[src/rtl/core/btrf_pkg.sv]
// ---------------------------------------------------------------------------
// btrf_pkg
// shared types, constants and helpers of the bot token redaction filter
// ---------------------------------------------------------------------------
package btrf_pkg;

    localparam int unsigned ID_DIGITS_MAX_DEF  = 12;
    localparam int unsigned SECRET_LEN_MAX_DEF = 32;

    // counts of held bytes and results; covers the widest parameter range
    localparam int unsigned CNT_W = 7;

    localparam int unsigned QDEPTH = 4;
    localparam int unsigned QPTR_W = 2;
    localparam int unsigned QCNT_W = 3;

    localparam int unsigned REDACT_LEN = 10;

    localparam logic [3:0] MIN_ID_RST  = 4'd8;
    localparam logic [3:0] MAX_ID_RST  = 4'd12;
    localparam logic [5:0] MIN_SEC_RST = 6'd19;
    localparam logic [5:0] MIN_SEC_LO  = 6'd3;

    localparam logic [7:0] CH_0      = 8'h30;
    localparam logic [7:0] CH_9      = 8'h39;
    localparam logic [7:0] CH_COLON  = 8'h3a;
    localparam logic [7:0] CH_UP_A   = 8'h41;
    localparam logic [7:0] CH_UP_Z   = 8'h5a;
    localparam logic [7:0] CH_LO_A   = 8'h61;
    localparam logic [7:0] CH_LO_Z   = 8'h7a;
    localparam logic [7:0] CH_UNDER  = 8'h5f;
    localparam logic [7:0] CH_DASH   = 8'h2d;

    typedef enum logic [1:0] {
        CFG_MIN_ID  = 2'd0,
        CFG_MAX_ID  = 2'd1,
        CFG_MIN_SEC = 2'd2
    } t_cfg_idx;

    // one command per accepted byte, front to back
    typedef struct packed {
        logic [7:0]       data;   // byte to hold or pass
        logic             push;   // hold data at the tail
        logic             lit;    // emit data after the releases
        logic             red;    // emit replacement, drop all held bytes
        logic [CNT_W-1:0] rel_n;  // held bytes released first
        logic [CNT_W-1:0] n_out;  // total beats of this command
    } t_cmd;

    function automatic logic [7:0] redact_byte(input logic [3:0] idx);
        logic [7:0] b;
        case (idx)
            4'd0:    b = 8'h5b;
            4'd1:    b = 8'h52;
            4'd2:    b = 8'h45;
            4'd3:    b = 8'h44;
            4'd4:    b = 8'h41;
            4'd5:    b = 8'h43;
            4'd6:    b = 8'h54;
            4'd7:    b = 8'h45;
            4'd8:    b = 8'h44;
            4'd9:    b = 8'h5d;
            default: b = 8'h00;
        endcase
        return b;
    endfunction

    function automatic logic is_digit(input logic [7:0] c);
        return (c >= CH_0) && (c <= CH_9);
    endfunction

    function automatic logic is_tok(input logic [7:0] c);
        return is_digit(c) || ((c >= CH_UP_A) && (c <= CH_UP_Z)) ||
               ((c >= CH_LO_A) && (c <= CH_LO_Z)) || (c == CH_UNDER) || (c == CH_DASH);
    endfunction

endpackage

[src/rtl/core/bot_token_redaction_filter.sv]
// ---------------------------------------------------------------------------
// bot_token_redaction_filter
// byte stream filter that replaces bot tokens with "[REDACTED]"
// ---------------------------------------------------------------------------
// Input beats carry one text byte in tdata, tlast marks the end of text and
// flushes every held byte. Output beats carry one byte each; tlast is set on
// the final byte caused by an input beat. An input beat that only extends a
// candidate produces no output beat.
// The front stage classifies each accepted byte in the cycle it arrives and
// queues one command (four deep); the back stage issues a command's output
// beats in order, so plain text runs at one byte per cycle while the output
// queue has room. A mismatch, a flush or a replacement releases up to
// ID_DIGITS_MAX + SECRET_LEN_MAX + 1 beats; input stalls only once the
// command queue fills. Output passes through the issue stage and then the
// output queue once the back stage takes a command.
// Held bytes sit in a small memory addressed as a ring. Synchronous reset
// empties all queues and loads the register defaults (8, 12, 19). When the
// receiver stalls, four output beats buffer, then the back stage and then the
// input stall. The configuration channel is always ready; write it only idle.
// ---------------------------------------------------------------------------
module bot_token_redaction_filter #(
    parameter int unsigned ID_DIGITS_MAX  = btrf_pkg::ID_DIGITS_MAX_DEF,
    parameter int unsigned SECRET_LEN_MAX = btrf_pkg::SECRET_LEN_MAX_DEF
) (
    input  logic       i_clk,
    input  logic       i_rst_n,
    input  logic       i_s_axis_tvalid,
    output logic       o_s_axis_tready,
    input  logic [7:0] i_s_axis_tdata,   // [7:0] in_byte
    input  logic       i_s_axis_tlast,   // end_of_text
    output logic       o_m_axis_tvalid,
    input  logic       i_m_axis_tready,
    output logic [7:0] o_m_axis_tdata,   // [7:0] out_byte
    output logic       o_m_axis_tlast,   // last_of_run
    input  logic       i_cfg_valid,
    output logic       o_cfg_ready,
    input  logic [1:0] i_cfg_index,
    input  logic [5:0] i_cfg_data
);

    btrf_pkg::t_cmd wr_cmd, rd_cmd;
    logic           q_wr, q_full, q_rd, q_valid;

    assign o_cfg_ready = 1'b1;

    btrf_front #(
        .ID_DIGITS_MAX  (ID_DIGITS_MAX),
        .SECRET_LEN_MAX (SECRET_LEN_MAX)
    ) u_front (
        .i_clk       (i_clk),
        .i_rst_n     (i_rst_n),
        .i_valid     (i_s_axis_tvalid),
        .o_ready     (o_s_axis_tready),
        .i_byte      (i_s_axis_tdata),
        .i_eot       (i_s_axis_tlast),
        .i_cfg_valid (i_cfg_valid),
        .i_cfg_index (i_cfg_index),
        .i_cfg_data  (i_cfg_data),
        .i_q_full    (q_full),
        .o_q_wr      (q_wr),
        .o_cmd       (wr_cmd)
    );

    btrf_cmd_fifo u_queue (
        .i_clk   (i_clk),
        .i_rst_n (i_rst_n),
        .i_wr    (q_wr),
        .i_cmd   (wr_cmd),
        .o_full  (q_full),
        .i_rd    (q_rd),
        .o_valid (q_valid),
        .o_cmd   (rd_cmd)
    );

    btrf_back #(
        .ID_DIGITS_MAX  (ID_DIGITS_MAX),
        .SECRET_LEN_MAX (SECRET_LEN_MAX)
    ) u_back (
        .i_clk     (i_clk),
        .i_rst_n   (i_rst_n),
        .i_q_valid (q_valid),
        .i_cmd     (rd_cmd),
        .o_q_rd    (q_rd),
        .o_valid   (o_m_axis_tvalid),
        .i_ready   (i_m_axis_tready),
        .o_data    (o_m_axis_tdata),
        .o_last    (o_m_axis_tlast)
    );

endmodule

[src/rtl/core/btrf_front.sv]
// ---------------------------------------------------------------------------
// btrf_front
// classifies each byte against the token pattern and issues one command
// ---------------------------------------------------------------------------
module btrf_front #(
    parameter int unsigned ID_DIGITS_MAX  = btrf_pkg::ID_DIGITS_MAX_DEF,
    parameter int unsigned SECRET_LEN_MAX = btrf_pkg::SECRET_LEN_MAX_DEF
) (
    input  logic             i_clk,
    input  logic             i_rst_n,
    input  logic             i_valid,
    output logic             o_ready,
    input  logic [7:0]       i_byte,
    input  logic             i_eot,
    input  logic             i_cfg_valid,
    input  logic [1:0]       i_cfg_index,
    input  logic [5:0]       i_cfg_data,
    input  logic             i_q_full,
    output logic             o_q_wr,
    output btrf_pkg::t_cmd   o_cmd
);

    localparam int unsigned CW = btrf_pkg::CNT_W;

    typedef enum logic [1:0] {
        PH_IDLE    = 2'd0,
        PH_DIGITS  = 2'd1,
        PH_SECRET  = 2'd2,
        PH_SWALLOW = 2'd3
    } t_phase;

    t_phase        r_phase, n_phase;
    logic [CW-1:0] r_cnt, n_cnt;
    logic [CW-1:0] r_drl, n_drl;
    logic [CW-1:0] r_sl, n_sl;
    logic [CW-1:0] r_st, n_st;
    logic [3:0]    r_min_id, r_max_id;
    logic [5:0]    r_min_sec;

    btrf_pkg::t_cmd cmd;
    logic           accept;

    assign o_ready = !i_q_full;
    assign accept  = i_valid && !i_q_full;
    assign o_q_wr  = accept;
    assign o_cmd   = cmd;

    always_comb begin
        logic [CW-1:0] eff_max, eff_sec;
        logic [CW-1:0] d0, d1, d2, r1, r2, rel_a;
        logic          dig, tok, dig_path, idle_path;
        dig       = btrf_pkg::is_digit(i_byte);
        tok       = btrf_pkg::is_tok(i_byte);
        if (r_max_id == 4'd0) begin
            eff_max = CW'(1);
        end else if (CW'(r_max_id) > CW'(ID_DIGITS_MAX)) begin
            eff_max = CW'(ID_DIGITS_MAX);
        end else begin
            eff_max = CW'(r_max_id);
        end
        if (r_min_sec < btrf_pkg::MIN_SEC_LO) begin
            eff_sec = CW'(btrf_pkg::MIN_SEC_LO);
        end else if (CW'(r_min_sec) > CW'(SECRET_LEN_MAX)) begin
            eff_sec = CW'(SECRET_LEN_MAX);
        end else begin
            eff_sec = CW'(r_min_sec);
        end
        cmd       = '0;
        cmd.data  = i_byte;
        n_phase   = r_phase;
        n_cnt     = r_cnt;
        n_drl     = r_drl;
        n_sl      = r_sl;
        n_st      = r_st;
        dig_path  = 1'b0;
        idle_path = 1'b0;
        d0        = r_drl;
        rel_a     = '0;
        d1        = '0;
        d2        = '0;
        r1        = '0;
        r2        = '0;
        case (r_phase)
            PH_IDLE: begin
                idle_path = 1'b1;
            end
            PH_DIGITS: begin
                dig_path = 1'b1;
            end
            PH_SECRET: begin
                if (tok && ((r_sl >= CW'(2)) || (i_byte == btrf_pkg::CH_UP_A))) begin
                    n_sl = r_sl + CW'(1);
                    n_st = dig ? r_st + CW'(1) : '0;
                    if (n_sl >= eff_sec) begin
                        cmd.red = 1'b1;
                        n_cnt   = '0;
                        n_drl   = '0;
                        n_sl    = '0;
                        n_st    = '0;
                        n_phase = PH_SWALLOW;
                    end else begin
                        cmd.push = 1'b1;
                        n_cnt    = r_cnt + CW'(1);
                    end
                end else begin
                    // keep the secret's trailing digits as a new candidate
                    rel_a = r_cnt - r_st;
                    n_sl  = '0;
                    n_st  = '0;
                    if (r_st != '0) begin
                        dig_path = 1'b1;
                        d0       = r_st;
                    end else begin
                        idle_path = 1'b1;
                    end
                end
            end
            PH_SWALLOW: begin
                if (!tok) begin
                    idle_path = 1'b1;
                end
            end
            default: begin
                idle_path = 1'b1;
            end
        endcase

        if (dig_path) begin
            r1 = (d0 > eff_max) ? d0 - eff_max : '0;
            d1 = d0 - r1;
            if (dig) begin
                d2        = d1 + CW'(1);
                r2        = (d2 > eff_max) ? CW'(1) : '0;
                cmd.rel_n = rel_a + r1 + r2;
                cmd.push  = 1'b1;
                n_drl     = d2 - r2;
                n_cnt     = d2 - r2;
                n_phase   = PH_DIGITS;
            end else if ((i_byte == btrf_pkg::CH_COLON) && (d1 >= CW'(r_min_id))) begin
                cmd.rel_n = rel_a + r1;
                cmd.push  = 1'b1;
                n_cnt     = d1 + CW'(1);
                n_drl     = d1;
                n_sl      = '0;
                n_st      = '0;
                n_phase   = PH_SECRET;
            end else begin
                cmd.rel_n = rel_a + d0;
                cmd.lit   = 1'b1;
                n_cnt     = '0;
                n_drl     = '0;
                n_sl      = '0;
                n_st      = '0;
                n_phase   = PH_IDLE;
            end
        end

        if (idle_path) begin
            cmd.rel_n = rel_a;
            n_sl      = '0;
            n_st      = '0;
            if (dig) begin
                cmd.push = 1'b1;
                n_cnt    = CW'(1);
                n_drl    = CW'(1);
                n_phase  = PH_DIGITS;
            end else begin
                cmd.lit  = 1'b1;
                n_cnt    = '0;
                n_drl    = '0;
                n_phase  = PH_IDLE;
            end
        end

        cmd.n_out = cmd.rel_n + CW'(cmd.lit) +
                    (cmd.red ? CW'(btrf_pkg::REDACT_LEN) : '0) +
                    (i_eot ? n_cnt : '0);
        if (i_eot) begin
            n_cnt   = '0;
            n_drl   = '0;
            n_sl    = '0;
            n_st    = '0;
            n_phase = PH_IDLE;
        end
    end

    always_ff @(posedge i_clk) begin
        if (!i_rst_n) begin
            r_phase   <= PH_IDLE;
            r_cnt     <= '0;
            r_drl     <= '0;
            r_sl      <= '0;
            r_st      <= '0;
            r_min_id  <= btrf_pkg::MIN_ID_RST;
            r_max_id  <= btrf_pkg::MAX_ID_RST;
            r_min_sec <= btrf_pkg::MIN_SEC_RST;
        end else begin
            if (accept) begin
                r_phase <= n_phase;
                r_cnt   <= n_cnt;
                r_drl   <= n_drl;
                r_sl    <= n_sl;
                r_st    <= n_st;
            end
            if (i_cfg_valid) begin
                case (i_cfg_index)
                    btrf_pkg::CFG_MIN_ID:  r_min_id  <= i_cfg_data[3:0];
                    btrf_pkg::CFG_MAX_ID:  r_max_id  <= i_cfg_data[3:0];
                    btrf_pkg::CFG_MIN_SEC: r_min_sec <= i_cfg_data;
                    default: ;
                endcase
            end
        end
    end

endmodule

[src/rtl/core/btrf_cmd_fifo.sv]
// ---------------------------------------------------------------------------
// btrf_cmd_fifo
// short command queue between front and back
// ---------------------------------------------------------------------------
module btrf_cmd_fifo (
    input  logic           i_clk,
    input  logic           i_rst_n,
    input  logic           i_wr,
    input  btrf_pkg::t_cmd i_cmd,
    output logic           o_full,
    input  logic           i_rd,
    output logic           o_valid,
    output btrf_pkg::t_cmd o_cmd
);

    btrf_pkg::t_cmd                  r_mem [btrf_pkg::QDEPTH];
    logic [btrf_pkg::QPTR_W-1:0]     r_wp, r_rp;
    logic [btrf_pkg::QCNT_W-1:0]     r_cnt;

    assign o_full  = (r_cnt == btrf_pkg::QCNT_W'(btrf_pkg::QDEPTH));
    assign o_valid = (r_cnt != '0);
    assign o_cmd   = r_mem[r_rp];

    always_ff @(posedge i_clk) begin
        if (i_wr) begin
            r_mem[r_wp] <= i_cmd;
        end
    end

    always_ff @(posedge i_clk) begin
        if (!i_rst_n) begin
            r_wp  <= '0;
            r_rp  <= '0;
            r_cnt <= '0;
        end else begin
            if (i_wr) begin
                r_wp <= r_wp + btrf_pkg::QPTR_W'(1);
            end
            if (i_rd) begin
                r_rp <= r_rp + btrf_pkg::QPTR_W'(1);
            end
            r_cnt <= r_cnt + btrf_pkg::QCNT_W'(i_wr) - btrf_pkg::QCNT_W'(i_rd);
        end
    end

endmodule

[src/rtl/core/btrf_back.sv]
// ---------------------------------------------------------------------------
// btrf_back
// executes commands: holds bytes, releases them, sends the replacement
// ---------------------------------------------------------------------------
module btrf_back #(
    parameter int unsigned ID_DIGITS_MAX  = btrf_pkg::ID_DIGITS_MAX_DEF,
    parameter int unsigned SECRET_LEN_MAX = btrf_pkg::SECRET_LEN_MAX_DEF
) (
    input  logic           i_clk,
    input  logic           i_rst_n,
    input  logic           i_q_valid,
    input  btrf_pkg::t_cmd i_cmd,
    output logic           o_q_rd,
    output logic           o_valid,
    input  logic           i_ready,
    output logic [7:0]     o_data,
    output logic           o_last
);

    localparam int unsigned CW       = btrf_pkg::CNT_W;
    localparam int unsigned PEND_CAP = ID_DIGITS_MAX + SECRET_LEN_MAX;
    localparam int unsigned PTR_W    = $clog2(PEND_CAP + 1);
    localparam int unsigned DEPTH    = 2 ** PTR_W;

    logic [7:0]       r_mem [DEPTH];
    logic [7:0]       r_rd_data;
    logic [PTR_W-1:0] r_head, r_tail;
    logic [CW-1:0]    r_idx;

    // one-beat issue stage ahead of the output queue
    logic             r_s_valid, r_s_mem, r_s_last;
    logic [7:0]       r_s_byte;

    logic [7:0]                  r_of_data [btrf_pkg::QDEPTH];
    logic [btrf_pkg::QDEPTH-1:0] r_of_last;
    logic [btrf_pkg::QPTR_W-1:0] r_ofw, r_ofr;
    logic [btrf_pkg::QCNT_W-1:0] r_ocnt;

    logic       has_out, can_emit, step, first, last_beat, kind_lit, kind_red;
    logic       do_pop, we, byp, clear, o_pop;
    logic [7:0] s_byte;

    assign has_out   = (i_cmd.n_out != '0);
    assign can_emit  = (btrf_pkg::QCNT_W'(r_ocnt) + btrf_pkg::QCNT_W'(r_s_valid)) <
                       btrf_pkg::QCNT_W'(btrf_pkg::QDEPTH);
    assign step      = i_q_valid && (!has_out || can_emit);
    assign first     = (r_idx == '0);
    assign last_beat = (r_idx == i_cmd.n_out - CW'(1));
    assign kind_lit  = i_cmd.lit && (r_idx == i_cmd.rel_n);
    assign kind_red  = i_cmd.red && (r_idx < CW'(btrf_pkg::REDACT_LEN));
    assign do_pop    = step && has_out && !kind_lit && !kind_red;
    assign we        = step && first && i_cmd.push;
    assign clear     = step && first && i_cmd.red;
    // a byte pushed and released in the same cycle skips the memory
    assign byp       = we && do_pop && (r_head == r_tail);
    assign o_q_rd    = step && (!has_out || last_beat);
    assign s_byte    = kind_red ? btrf_pkg::redact_byte(r_idx[3:0]) : i_cmd.data;

    assign o_valid = (r_ocnt != '0);
    assign o_data  = r_of_data[r_ofr];
    assign o_last  = r_of_last[r_ofr];
    assign o_pop   = o_valid && i_ready;

    always_ff @(posedge i_clk) begin
        if (we) begin
            r_mem[r_tail] <= i_cmd.data;
        end
        if (do_pop && !byp) begin
            r_rd_data <= r_mem[r_head];
        end
        r_s_byte <= s_byte;
        r_s_last <= last_beat;
        r_s_mem  <= do_pop && !byp;
        if (r_s_valid) begin
            r_of_data[r_ofw] <= r_s_mem ? r_rd_data : r_s_byte;
        end
    end

    always_ff @(posedge i_clk) begin
        if (!i_rst_n) begin
            r_head    <= '0;
            r_tail    <= '0;
            r_idx     <= '0;
            r_s_valid <= 1'b0;
            r_of_last <= '0;
            r_ofw     <= '0;
            r_ofr     <= '0;
            r_ocnt    <= '0;
        end else begin
            if (we) begin
                r_tail <= r_tail + PTR_W'(1);
            end
            if (clear) begin
                r_head <= r_tail;
            end else if (do_pop) begin
                r_head <= r_head + PTR_W'(1);
            end
            if (step) begin
                r_idx <= o_q_rd ? '0 : r_idx + CW'(1);
            end
            r_s_valid <= step && has_out;
            if (r_s_valid) begin
                r_of_last[r_ofw] <= r_s_last;
                r_ofw            <= r_ofw + btrf_pkg::QPTR_W'(1);
            end
            if (o_pop) begin
                r_ofr <= r_ofr + btrf_pkg::QPTR_W'(1);
            end
            r_ocnt <= r_ocnt + btrf_pkg::QCNT_W'(r_s_valid) - btrf_pkg::QCNT_W'(o_pop);
        end
    end

    a_pend_bound: assert property (@(posedge i_clk) disable iff (!i_rst_n)
        PTR_W'(r_tail - r_head) <= PTR_W'(PEND_CAP))
        else $error("held bytes exceed capacity");

    a_oq_bound: assert property (@(posedge i_clk) disable iff (!i_rst_n)
        r_ocnt <= btrf_pkg::QCNT_W'(btrf_pkg::QDEPTH))
        else $error("output queue overflow");

    a_idx_range: assert property (@(posedge i_clk) disable iff (!i_rst_n)
        (i_q_valid && has_out) |-> (r_idx < i_cmd.n_out))
        else $error("beat index past command end");

    a_idx_rest: assert property (@(posedge i_clk) disable iff (!i_rst_n)
        o_q_rd |=> (r_idx == '0))
        else $error("beat index not cleared after command");

endmodule
[config.mk]
export PLATFORM = sky130hd
export DESIGN_NAME = bot_token_redaction_filter
export DESIGN_NICKNAME = d
export VERILOG_FILES = /design/src/rtl/core/btrf_pkg.sv /design/src/rtl/core/bot_token_redaction_filter.sv /design/src/rtl/core/btrf_front.sv /design/src/rtl/core/btrf_cmd_fifo.sv /design/src/rtl/core/btrf_back.sv
export SDC_FILE = /design/constraint.sdc
export NUM_CORES = 1
export LEC_CHECK = 0
export BUFFER_PORTS_ARGS = -buffer_cell sky130_fd_sc_hd__buf_4
export CAP_MARGIN = 20
export CELL_PAD_IN_SITES_DETAIL_PLACEMENT = 1
export CELL_PAD_IN_SITES_GLOBAL_PLACEMENT = 1
export CORE_MARGIN = 2
export CORE_UTILIZATION = 45
export DETAILED_ROUTE_END_ITERATION = 16
export PLACE_DENSITY = 0.77
export SYNTH_ARGS = -nofsm -noshare
export SYNTH_HDL_FRONTEND = slang
export SYNTH_HIERARCHICAL = 1
export SYNTH_SLANG_ARGS = --single-unit
[constraint.sdc]
create_clock -name i_clk -period 29.7 [get_ports i_clk]
set_input_delay 4.455 -clock i_clk [delete_from_list [all_inputs] [get_ports i_clk]]
set_output_delay 4.455 -clock i_clk [all_outputs]
set_load 0.05 [all_outputs]
Yosys cells after proc, flatten, opt, wreduce, memory -nomap -nowiden
Memory sizes are Yosys's and may differ from the RTL's. A register that Yosys moved wholly into a read port is not among the register bits.
Cells that the tools add are included.
Widths: inputs -> output; s select.
Operators by class
  $add $sub $neg: 26
  $lt $le $gt $ge: 19
  eq/ne operators: 13
  muxes and demuxes: 101
  reductions and logical operators: 49
Operators with widths (count)
  $mux 7: 45
  $add 7x1->7 const B: 5
  $add 7x7->7: 5
  $mux 1: 28
  $mux 2: 14
  $sub 7x7->7: 4
  $logic_and 1x1->1: 21
  $mux 6: 3
  $eq 8x6->1 const B: 2
  $eq 8x7->1 const B: 2
  $ge 8x7->1 const B: 2
  $le 8x7->1 const B: 2
  $mux 4: 4
  $mux 8: 2
  $eq 7x7->1: 2
  $gt 7x7->1: 2
  $reduce_bool 7->1: 2
  $add 6x1->6 const B: 2
  $reduce_bool 4->1: 3
  $add 2x1->2 const B: 4
  $ge 8x6->1 const B: 1
  $le 8x6->1 const B: 1
  $add 7x1->7: 1
  $ge 7x2->1 const B: 1
  other kinds (30): 50
Word-level totals
  bits in registers: 92
  bits in writable memories: 644
  ROM bits: 96
  bits of input ports: 22
  word-level logic and storage cells: 234
  memories kept: 4
Memory list
  u_back.r_mem: words 64, width 8, read ports 1, clocked after memory_dff 1, wr ports 1, RTL line btrf_back.sv:25  | logic [7:0] r_mem [DEPTH];
  u_queue.r_mem: words 4, width 25, read ports 1, clocked after memory_dff 1, wr ports 1, RTL line btrf_cmd_fifo.sv:16  | btrf_pkg::t_cmd r_mem [btrf_pkg::QDEPTH];
  (name not given): words 16, width 6, read ports 1, clocked after memory_dff 1, wr ports 0, RTL line btrf_pkg.sv:52  | case (idx)
  u_back.r_of_data: words 4, width 8, read ports 1, clocked after memory_dff 1, wr ports 1, RTL line btrf_back.sv:34  | logic [7:0] r_of_data [btrf_pkg::QDEPTH];

Longest topological paths before layout
Gate-level depths: netlist (run 1).
  depth in word-level cells: 22
  depth in mapped cells: 46
  depth with buffers taken out: 45

Cells and area by module
The synthesis (run 1) kept the hierarchy.
By module, submodules not included
  btrf_back: instances 1, cells an instance 1154, area each 23710.2 µm², sequential area each 17556.8 µm²
  btrf_front: instances 1, cells an instance 777, area each 5715.5 µm², sequential area each 880.8 µm²
  btrf_cmd_fifo: instances 1, cells an instance 174, area each 4095.2 µm², sequential area each 3183.1 µm²
  bot_token_redaction_filter: instances 1, cells an instance 2, area each 11.3 µm², sequential area each 0.0 µm²

Least setup slack after synthesis (run 1)
Ideal clock, no wire load.
  path type: input port to flip-flop
  start: input port i_s_axis_tdata[1]
  end: memory u_queue/r_mem[0][6] (netlist name) (data pin)
  arrival time: 13.148 ns
  slack: 16.275 ns
  cell stages on the path: 42
  buffers on the path: 1
  cell sequence: or4_4 > o221a_1 > o32ai_2 > nand2_1 > nand2_1 > o21ai_0 > ha_1 > nor2b_1 > o21ai_0 > a32oi_1 > mux2i_1 > mux2i_1 > nor3_1 > nor2_1 > ha_1 > inv_1 > fa_1 > xor2_1 > [6 not listed] > or4_1 > or3_1 > buf_6 > and2_1 > ha_1 > nor2_1 > a211oi_1 > a21oi_1 > nand3_1 > fa_1 > inv_1 > ha_1 > a21o_1 > a21oi_1 > o21bai_1 > a21oi_1 > xor2_1 > xnor3_1
RTL lines
  start, declared: RTL line bot_token_redaction_filter.sv:29  | input logic [7:0] i_s_axis_tdata,
  end, declared: RTL line btrf_cmd_fifo.sv:16

==> results of run 1 <==
-- layout by cell type (no fill, tap or decap), types with 9 or more instances in the layout --
master,Yosys,routed
mux2_2,15,15
mux2i_1,25,25
a21oi_1,72,72
o21ai_0,66,66
clkinv_1,0,12
nand2_1,89,89
a21boi_0,9,9
inv_1,90,90
nand4_1,9,9
dfxtp_1,102,99
clkbuf_16,0,83
o211ai_1,9,9
mux4_2,196,197
edfxtp_1,652,652
and2_1,25,25
a21o_1,22,22
nor3_1,32,32
clkinv_2,0,14
nand3_1,36,36
ha_1,79,79
nor2_1,164,164
nor2b_1,19,19
o31ai_1,12,12
clkbuf_1,52,14
and3_1,11,11
xnor2_1,64,64
buf_4,9,56
or3_1,16,16
xor2_1,20,20
or2_2,9,9
bufinv_16,0,10
-- stage by stage --
step / setup slack [ps] / instance area [um2] / std cells
floorplan: 16270 / 33530 / 2107
global placement: 14640 / 34710 / 3036
detailed placement: 14030 / 34710 / 3036
CTS: 14520 / 37470 / 3183
global route: 13520 / 37500 / 3186
finish: 14390 / 37500 / 3186
-- per-layer routing --
layer	GRT usage (%)	vias up	wire (um)
met5	0	-	13
met4	8.598	2	3189
met3	3.198	173	4705
met2	39.27	698	44020
met1	29.69	10050	34830
li1	-	8340	-
-- worst register-to-register path: cells and delay by family (launching register included) --
kind / cells / cell delay, ps
simple gates: 15 / 4070
mux: 2 / 630
compound gates: 12 / 2660
xor+xnor: 3 / 970
buf+inv: 4 / 350
fa+ha+maj: 7 / 2190
flops: 1 / 410
-- final cells by class --
type / instances / share of cell area (%)
Clock buffer: 101 / 5.825
Multi-Input combinational cell: 1168 / 29.65
Inverter: 90 / 0.9008
Timing Repair Buffer: 58 / 1.194
Clock inverter: 46 / 1.528
Tap cell: 969 / 3.233
Sequential cell: 754 / 57.67
-- how the worst max path moves through the flow --
stage	start	endpoint	slack, ps
after global placement	i_s_axis_tdata[6]	u_queue/r_mem[0][6]	14640
after CTS	i_s_axis_tdata[4]	u_queue/r_mem[0][6]	14520
after floorplan	i_s_axis_tdata[1]	u_queue/r_mem[0][6]	16270
after global routing	i_s_axis_tdata[4]	u_queue/r_mem[0][6]	13520
after detailed placement	i_s_axis_tdata[4]	u_queue/r_mem[1][6]	14030
final	i_s_axis_tdata[6]	u_queue/r_mem[3][6]	14390
-- registers in the layout, summed over array words and instances (netlist names), 4 cells and up, named ones only --
register,count
u_back/r_idx,7
u_front/r_st,7
u_back/r_of_data,32
u_queue/r_mem,100
u_front/r_min_sec,6
u_back/r_rd_data,8
u_back/r_of_last,4
u_front/r_drl,7
u_front/r_min_id,4
u_front/r_max_id,4
u_front/r_sl,7
u_back/r_tail,6
u_front/r_cnt,7
u_back/r_head,6
u_back/r_s_byte,8
u_back/r_mem,512
-- report_power, final --
part | leakage [nW] | switching (mW) | internal (mW) | total (mW)
Combinational | 4.27 | 0.362 | 0.274 | 0.637
Clock | 1.35 | 0.426 | 0.614 | 1.04
Sequential | 6.72 | 0.0655 | 1.25 | 1.32
-- logic make-up (layout without fill, tap and decap cells) --
logic type / count (synthesis) / in the layout / synth area share [%]
muxes: 242 / 242 / 14.85
AOI/OAI and AO/OA: 290 / 290 / 5.806
and+or+nand+nor: 461 / 461 / 6.716
other: 1 / 1 / 0.01118
adders and majority gates: 88 / 88 / 3.455
DFF: 754 / 754 / 64.48
xor gates and xnor gates: 86 / 86 / 2.332
buffers and inverters: 185 / 295 / 2.351
==> flow_summary_export.csv, run 1 <==
group,metric,value,unit
sta,hold_violations,0,
grt,first_global_vias,20690,
routing,drtIter0Drc,1636,
worst_hold_path,hold_class,"flop to flop",
die,die_height,277.0,um
die,rows,100,
die,start_util,45.27,%
sta,setup_viol,0,
critical_path,critPathBufInv,4,
routing,viasPerCell,6.045,
routing,drc,0,
synthesis,synth_cell_type_count,98,
sta,max_slew_margin,27.72,%
synthesis,synth_cells,2107,
place,port_buffers,32,
critical_path,path_class,"input pin to flop",
clock_tree,cts_tree,"yes",
place,place_hpwl,56170,um
sta,max_freq,65.33,MHz
die,ioPinCount,34,
critical_path,r2r_cells,43,
die,die_x,277.0,um
sta,fin_skew,35.51,ps
clock_tree,cts_resized,0,
layout,filler_cell_count,7079,
pwr,cellPowerDensity,79.92,nW/um2
synthesis,ys_seq_elements,754,
critical_path,arrival,15670,ps
pwr,p_leak,12.34,nW
layout,fin_util,50.63,%
routing,dr.pass1.iters,5,
routing,drtAntennaViolNets,0,
sta,rsz0062_at_grt,"no",
worst_hold_path,worstHoldStart,"u_back/r_of_last[0]",
clock_tree,htreeDepth,3,
clock_tree,cts-hold-fix-buffers,0,
layout,area_growth,11.85,%
worst_hold_path,hold_depth,2,
die,dieArea,76720,um2
critical_path,slowest_delay,800,ps
synthesis,synth_edf_count,652,
sta,fin_crit_sh,51.54,%
synthesis,synthTopCellsByCount,"652 x edfxtp_1, 196 x mux4_2, 164 x nor2_1",
synthesis,async_flop_share,0,%
critical_path,path_max_fanout,20,
grt,grt_usage,22.88,%
layout,multi_input_area,11120,um2
critical_path,path_depth,43,
clock_tree,root_buffer,"clkbuf_16",
grt,antenna_found_initial,2,
synthesis,netlist.area_leader.share,58.39,%
place,gp_congestion,0.8811,
critical_path,crit_family,"simple AND/OR/NAND/NOR gates",
critical_path,r2r_end,"u_queue/r_mem[3][6]",
synthesis,synth_area_per_cell,15.91,um2
routing,avgRoutedWirePerCell,27.23,um
layout,fin_nets,2261,
clock_tree,clk_pin_slew,60,ps
layout,drive_above_1_share,19.40,%
critical_path,critPathSlowestCell,"and2_1",
pwr,max-vdd-ir-drop,51.70,uV
synthesis,synth_top_area_cell,"edfxtp_1",
critical_path,r2r_setup_slack,18180,ps
routing,dr_total_vias,19260,
die,core,74070,um2
critical_path,cp.required,30060,ps
layout,seq_area,21630,um2
sta,whs,474.5,ps
sta,tns,0,ps
sta,post-route-min-period,15310,ps
layout,insertedDiodeCount,0,
run_status,status,"finished, final reports clean",
routing,wl,86750,um
grt,grt_max_degree,76,
synthesis,syn-num-nets,2216,
clock_tree,worst_skew_pair.late_latency,640,ps
critical_path,critPathCaptureType,"flop",
grt,grt_pass1_wl,132100,um
run,drv_cap,0,
grt,overflow,0,
synthesis,yosysSeqAreaShare,64.48,%
sta,slew_violations,0,
sta,tightest_slew,1084,ps
pwr,total_power,2.997,mW
synthesis,syn-cell-area,33530,um2
clock_tree,cts_sinks,754,
critical_path,r2r-start,"u_front/r_sl[0]",
synthesis,yosys_warnings,6,
critical_path,critPathLaunchType,"input pin",
clock_tree,cts_setup_buffers,0,
clock_tree,numCtsBuffers,80,
clock_tree,clock_path_buffers,3,
synthesis,synthFlopType,"edfxtp_1",
worst_hold_path,min_to,"u_back/r_of_last[0]",
synthesis,synth_area_leaders,"edfxtp_1 58%, mux4_2 13%, dfxtp_1 6.1%",
synthesis,synth_most_common_cell,"edfxtp_1",
No activity file was read; power rests on OpenSTA's default activity.
==> run 2, diff against run 1 <==
--- a/config.mk
+++ b/config.mk
@@ -12,7 +12,7 @@
 export CORE_MARGIN = 2
 export CORE_UTILIZATION = 45
 export DETAILED_ROUTE_END_ITERATION = 16
-export PLACE_DENSITY = 0.77
+export PLACE_DENSITY = 0.79
 export SYNTH_ARGS = -nofsm -noshare
 export SYNTH_HDL_FRONTEND = slang
 export SYNTH_HIERARCHICAL = 1
==> constraint.sdc (replaced) <==
create_clock -name i_clk -period 13.4 [get_ports i_clk]
set_input_delay 2.01 -clock i_clk [delete_from_list [all_inputs] [get_ports i_clk]]
set_output_delay 2.01 -clock i_clk [all_outputs]
set_load 0.05 [all_outputs]
==> flow_summary_export.csv, run 2 (same netlist as run 1, synthesis figures left out) <==
group,metric,value,unit
routing,drt-met1-wl,34840,um
die,ioPinCount,34,
die,dieArea,76720,um2
layout,design_area,37340,um2
die,die_x,277.0,um
routing,viasPerCell,6.086,
place,port_buffers,32,
pwr,max-vdd-ir-drop,101.9,uV
sta,tns,0,ps
clock_tree,clock_path_buffers,3,
critical_path,critPathLaunchType,"input pin",
die,die_height,277.0,um
layout,largest_register_ffs,512,
layout,final_cell_mix,"652 x edfxtp_1, 197 x mux4_2, 164 x nor2_1, 99 x dfxtp_1, 90 x inv_1",
run_status,status,"finished, final reports clean",
sta,max_slew_margin,24.76,%
clock_tree,cts_tree,"yes",
critical_path,critPathSlowestCell,"nor4b_1",
die,core,74070,um2
layout,filler_cell_count,7060,
grt,first_global_vias,20740,
clock_tree,root_buffer,"clkbuf_16",
clock_tree,cts_setup_buffers,0,
grt,grt_pass1_wl,132000,um
place,preCtsSetupSlack,285.8,ps
sta,final.setup.worst_slack,660.3,ps
critical_path,r2r_cells,42,
routing,drc,0,
sta,whs,464.5,ps
critical_path,cp.required,13760,ps
sta,hold_violations,0,
worst_hold_path,hold_depth,1,
critical_path,slowest_delay,590,ps
layout,area_growth,11.34,%
sta,rsz0062_at_grt,"no",
pwr,p_leak,12.26,nW
layout,mostFrequentLayoutCell,"edfxtp_1",
critical_path,path_class,"input pin to flop",
layout,top_register,"u_back/r_mem",
run,drv_cap,0,
critical_path,path_depth,41,
grt,grt_usage,22.81,%
clock_tree,cts_sinks,754,
clock_tree,worst_skew_pair.late_latency,650,ps
layout,drive_above_1_share,19.30,%
routing,met3_length,5146,um
routing,wl,86910,um
critical_path,crit_family,"simple AND/OR/NAND/NOR gates",
place,placed_cell_area,34730,um2
critical_path,r2r-start,"u_front/r_sl[0]",
routing,drtIter0Drc,1647,
critical_path,cpMostUsedCell,"ha_1",
clock_tree,numCtsBuffers,79,
place,gp_congestion,0.8981,
sta,fin_crit_sh,95.07,%
routing,avgRoutedWirePerCell,27.26,um
layout,fin_nets,2261,
sta,setup_viol,0,
grt,antenna_found_initial,1,
sta,post-route-min-period,12740,ps
layout,seq_area,21630,um2
sta,slew_violations,0,
place,place_hpwl,56690,um
critical_path,critPathCaptureType,"flop",
routing,dr_total_vias,19400,
worst_hold_path,min_to,"u_back/r_s_byte[2]",
die,start_util,45.27,%
pwr,cellPowerDensity,174.1,nW/um2
sta,fin_skew,36.02,ps
routing,highest_layer,"met4",
layout,reg_top3,"u_back/r_mem (512), u_queue/r_mem (100), u_back/r_of_data (32)",
clock_tree,cts-hold-fix-buffers,0,
routing,wl_met2,44060,um
grt,grt_max_degree,66,
critical_path,r2r_end,"u_queue/r_mem[0][6]",
routing,dr.pass1.iters,7,
critical_path,arrival,13100,ps
clock_tree,htreeDepth,3,
sta,max_freq,78.50,MHz
clock_tree,clk_pin_slew,60,ps
worst_hold_path,hold_class,"flop to flop",
clock_tree,cts_resized,0,
layout,multi_input_area,11120,um2
critical_path,r2r_setup_slack,1790,ps
critical_path,path_max_fanout,9,
sta,tightest_slew,1119,ps
grt,overflow,0,
routing,drtAntennaViolNets,0,
critical_path,critPathBufInv,3,
die,rows,100,
## run 2: cell types whose count changed in the layout (fill, tap and decap cells not counted)
cell        delta
buf_4          +3
clkbuf_2       +1
bufinv_16      -6
clkbuf_1       +2
inv_16         -1
clkinv_1       +1
clkinv_2       +3
clkinv_16      +1
diode_2        +1
clkbuf_16      -1
clkinvlp_4     +1
inv_6          -2
buf_12         -1
## run 2: worst max path at each step
stage | startpoint | endpoint | slack (ps)
after global placement | i_s_axis_tdata[1] | u_queue/r_mem[0][6] | 700
after CTS | i_s_axis_tdata[1] | u_queue/r_mem[0][6] | 890
after detailed placement | i_s_axis_tdata[6] | u_queue/r_mem[0][6] | 290
final | i_s_axis_tdata[6] | u_queue/r_mem[0][6] | 660
after global routing | i_s_axis_tdata[6] | u_queue/r_mem[0][6] | 10
after floorplan | i_s_axis_tdata[1] | u_queue/r_mem[0][6] | 2420
## run 2: routing by layer
layer / vias to the layer above / track usage [%]
li1: 8330 / -
met1: 10130 / 29.57
met2: 767 / 39.45
met3: 178 / 3.400
met4: 0 / 7.651
met5: - / 0
## run 2: layout make-up
type                            instances  share of cell area, %
Clock buffer                          104                  5.838
Sequential cell                       754                  57.93
Tap cell                              969                  3.247
Clock inverter                         43                  1.103
Multi-Input combinational cell       1168                  29.78
Inverter                               90                 0.9048
Antenna cell                            1               0.006702
Timing Repair Buffer                   59                  1.186
## run 2: metrics by stage
stage / util, % / instances / total power [mW]
6_report: 50.41 / 3188 / 6.499
5_1_grt: 50.40 / 3187 / 6.719
4_1_cts: 50.39 / 3186 / 6.546
3_5_place_dp: 46.89 / 3039 / 4.367
3_3_place_gp: 46.89 / 3039 / 4.298
2_1_floorplan: - / 2107 / 3.879
## run 2: worst reg2reg max path: cells and delay by family (launching register included)
family / cells / cell delay, ps
and+or+nand+nor: 14 / 3930
adders and majority gates: 8 / 2610
AOI/OAI and AO/OA: 11 / 2030
xor gates and xnor gates: 4 / 1460
muxes: 2 / 660
DFF: 1 / 430
buffers and inverters: 3 / 230
## run 2: where the power goes
part	total (mW)	internal [mW]	leakage, nW	switching [mW]
sequential	2.91	2.78	6.72	0.134
combinational	1.41	0.602	4.27	0.804
clock	2.18	1.24	1.27	0.942
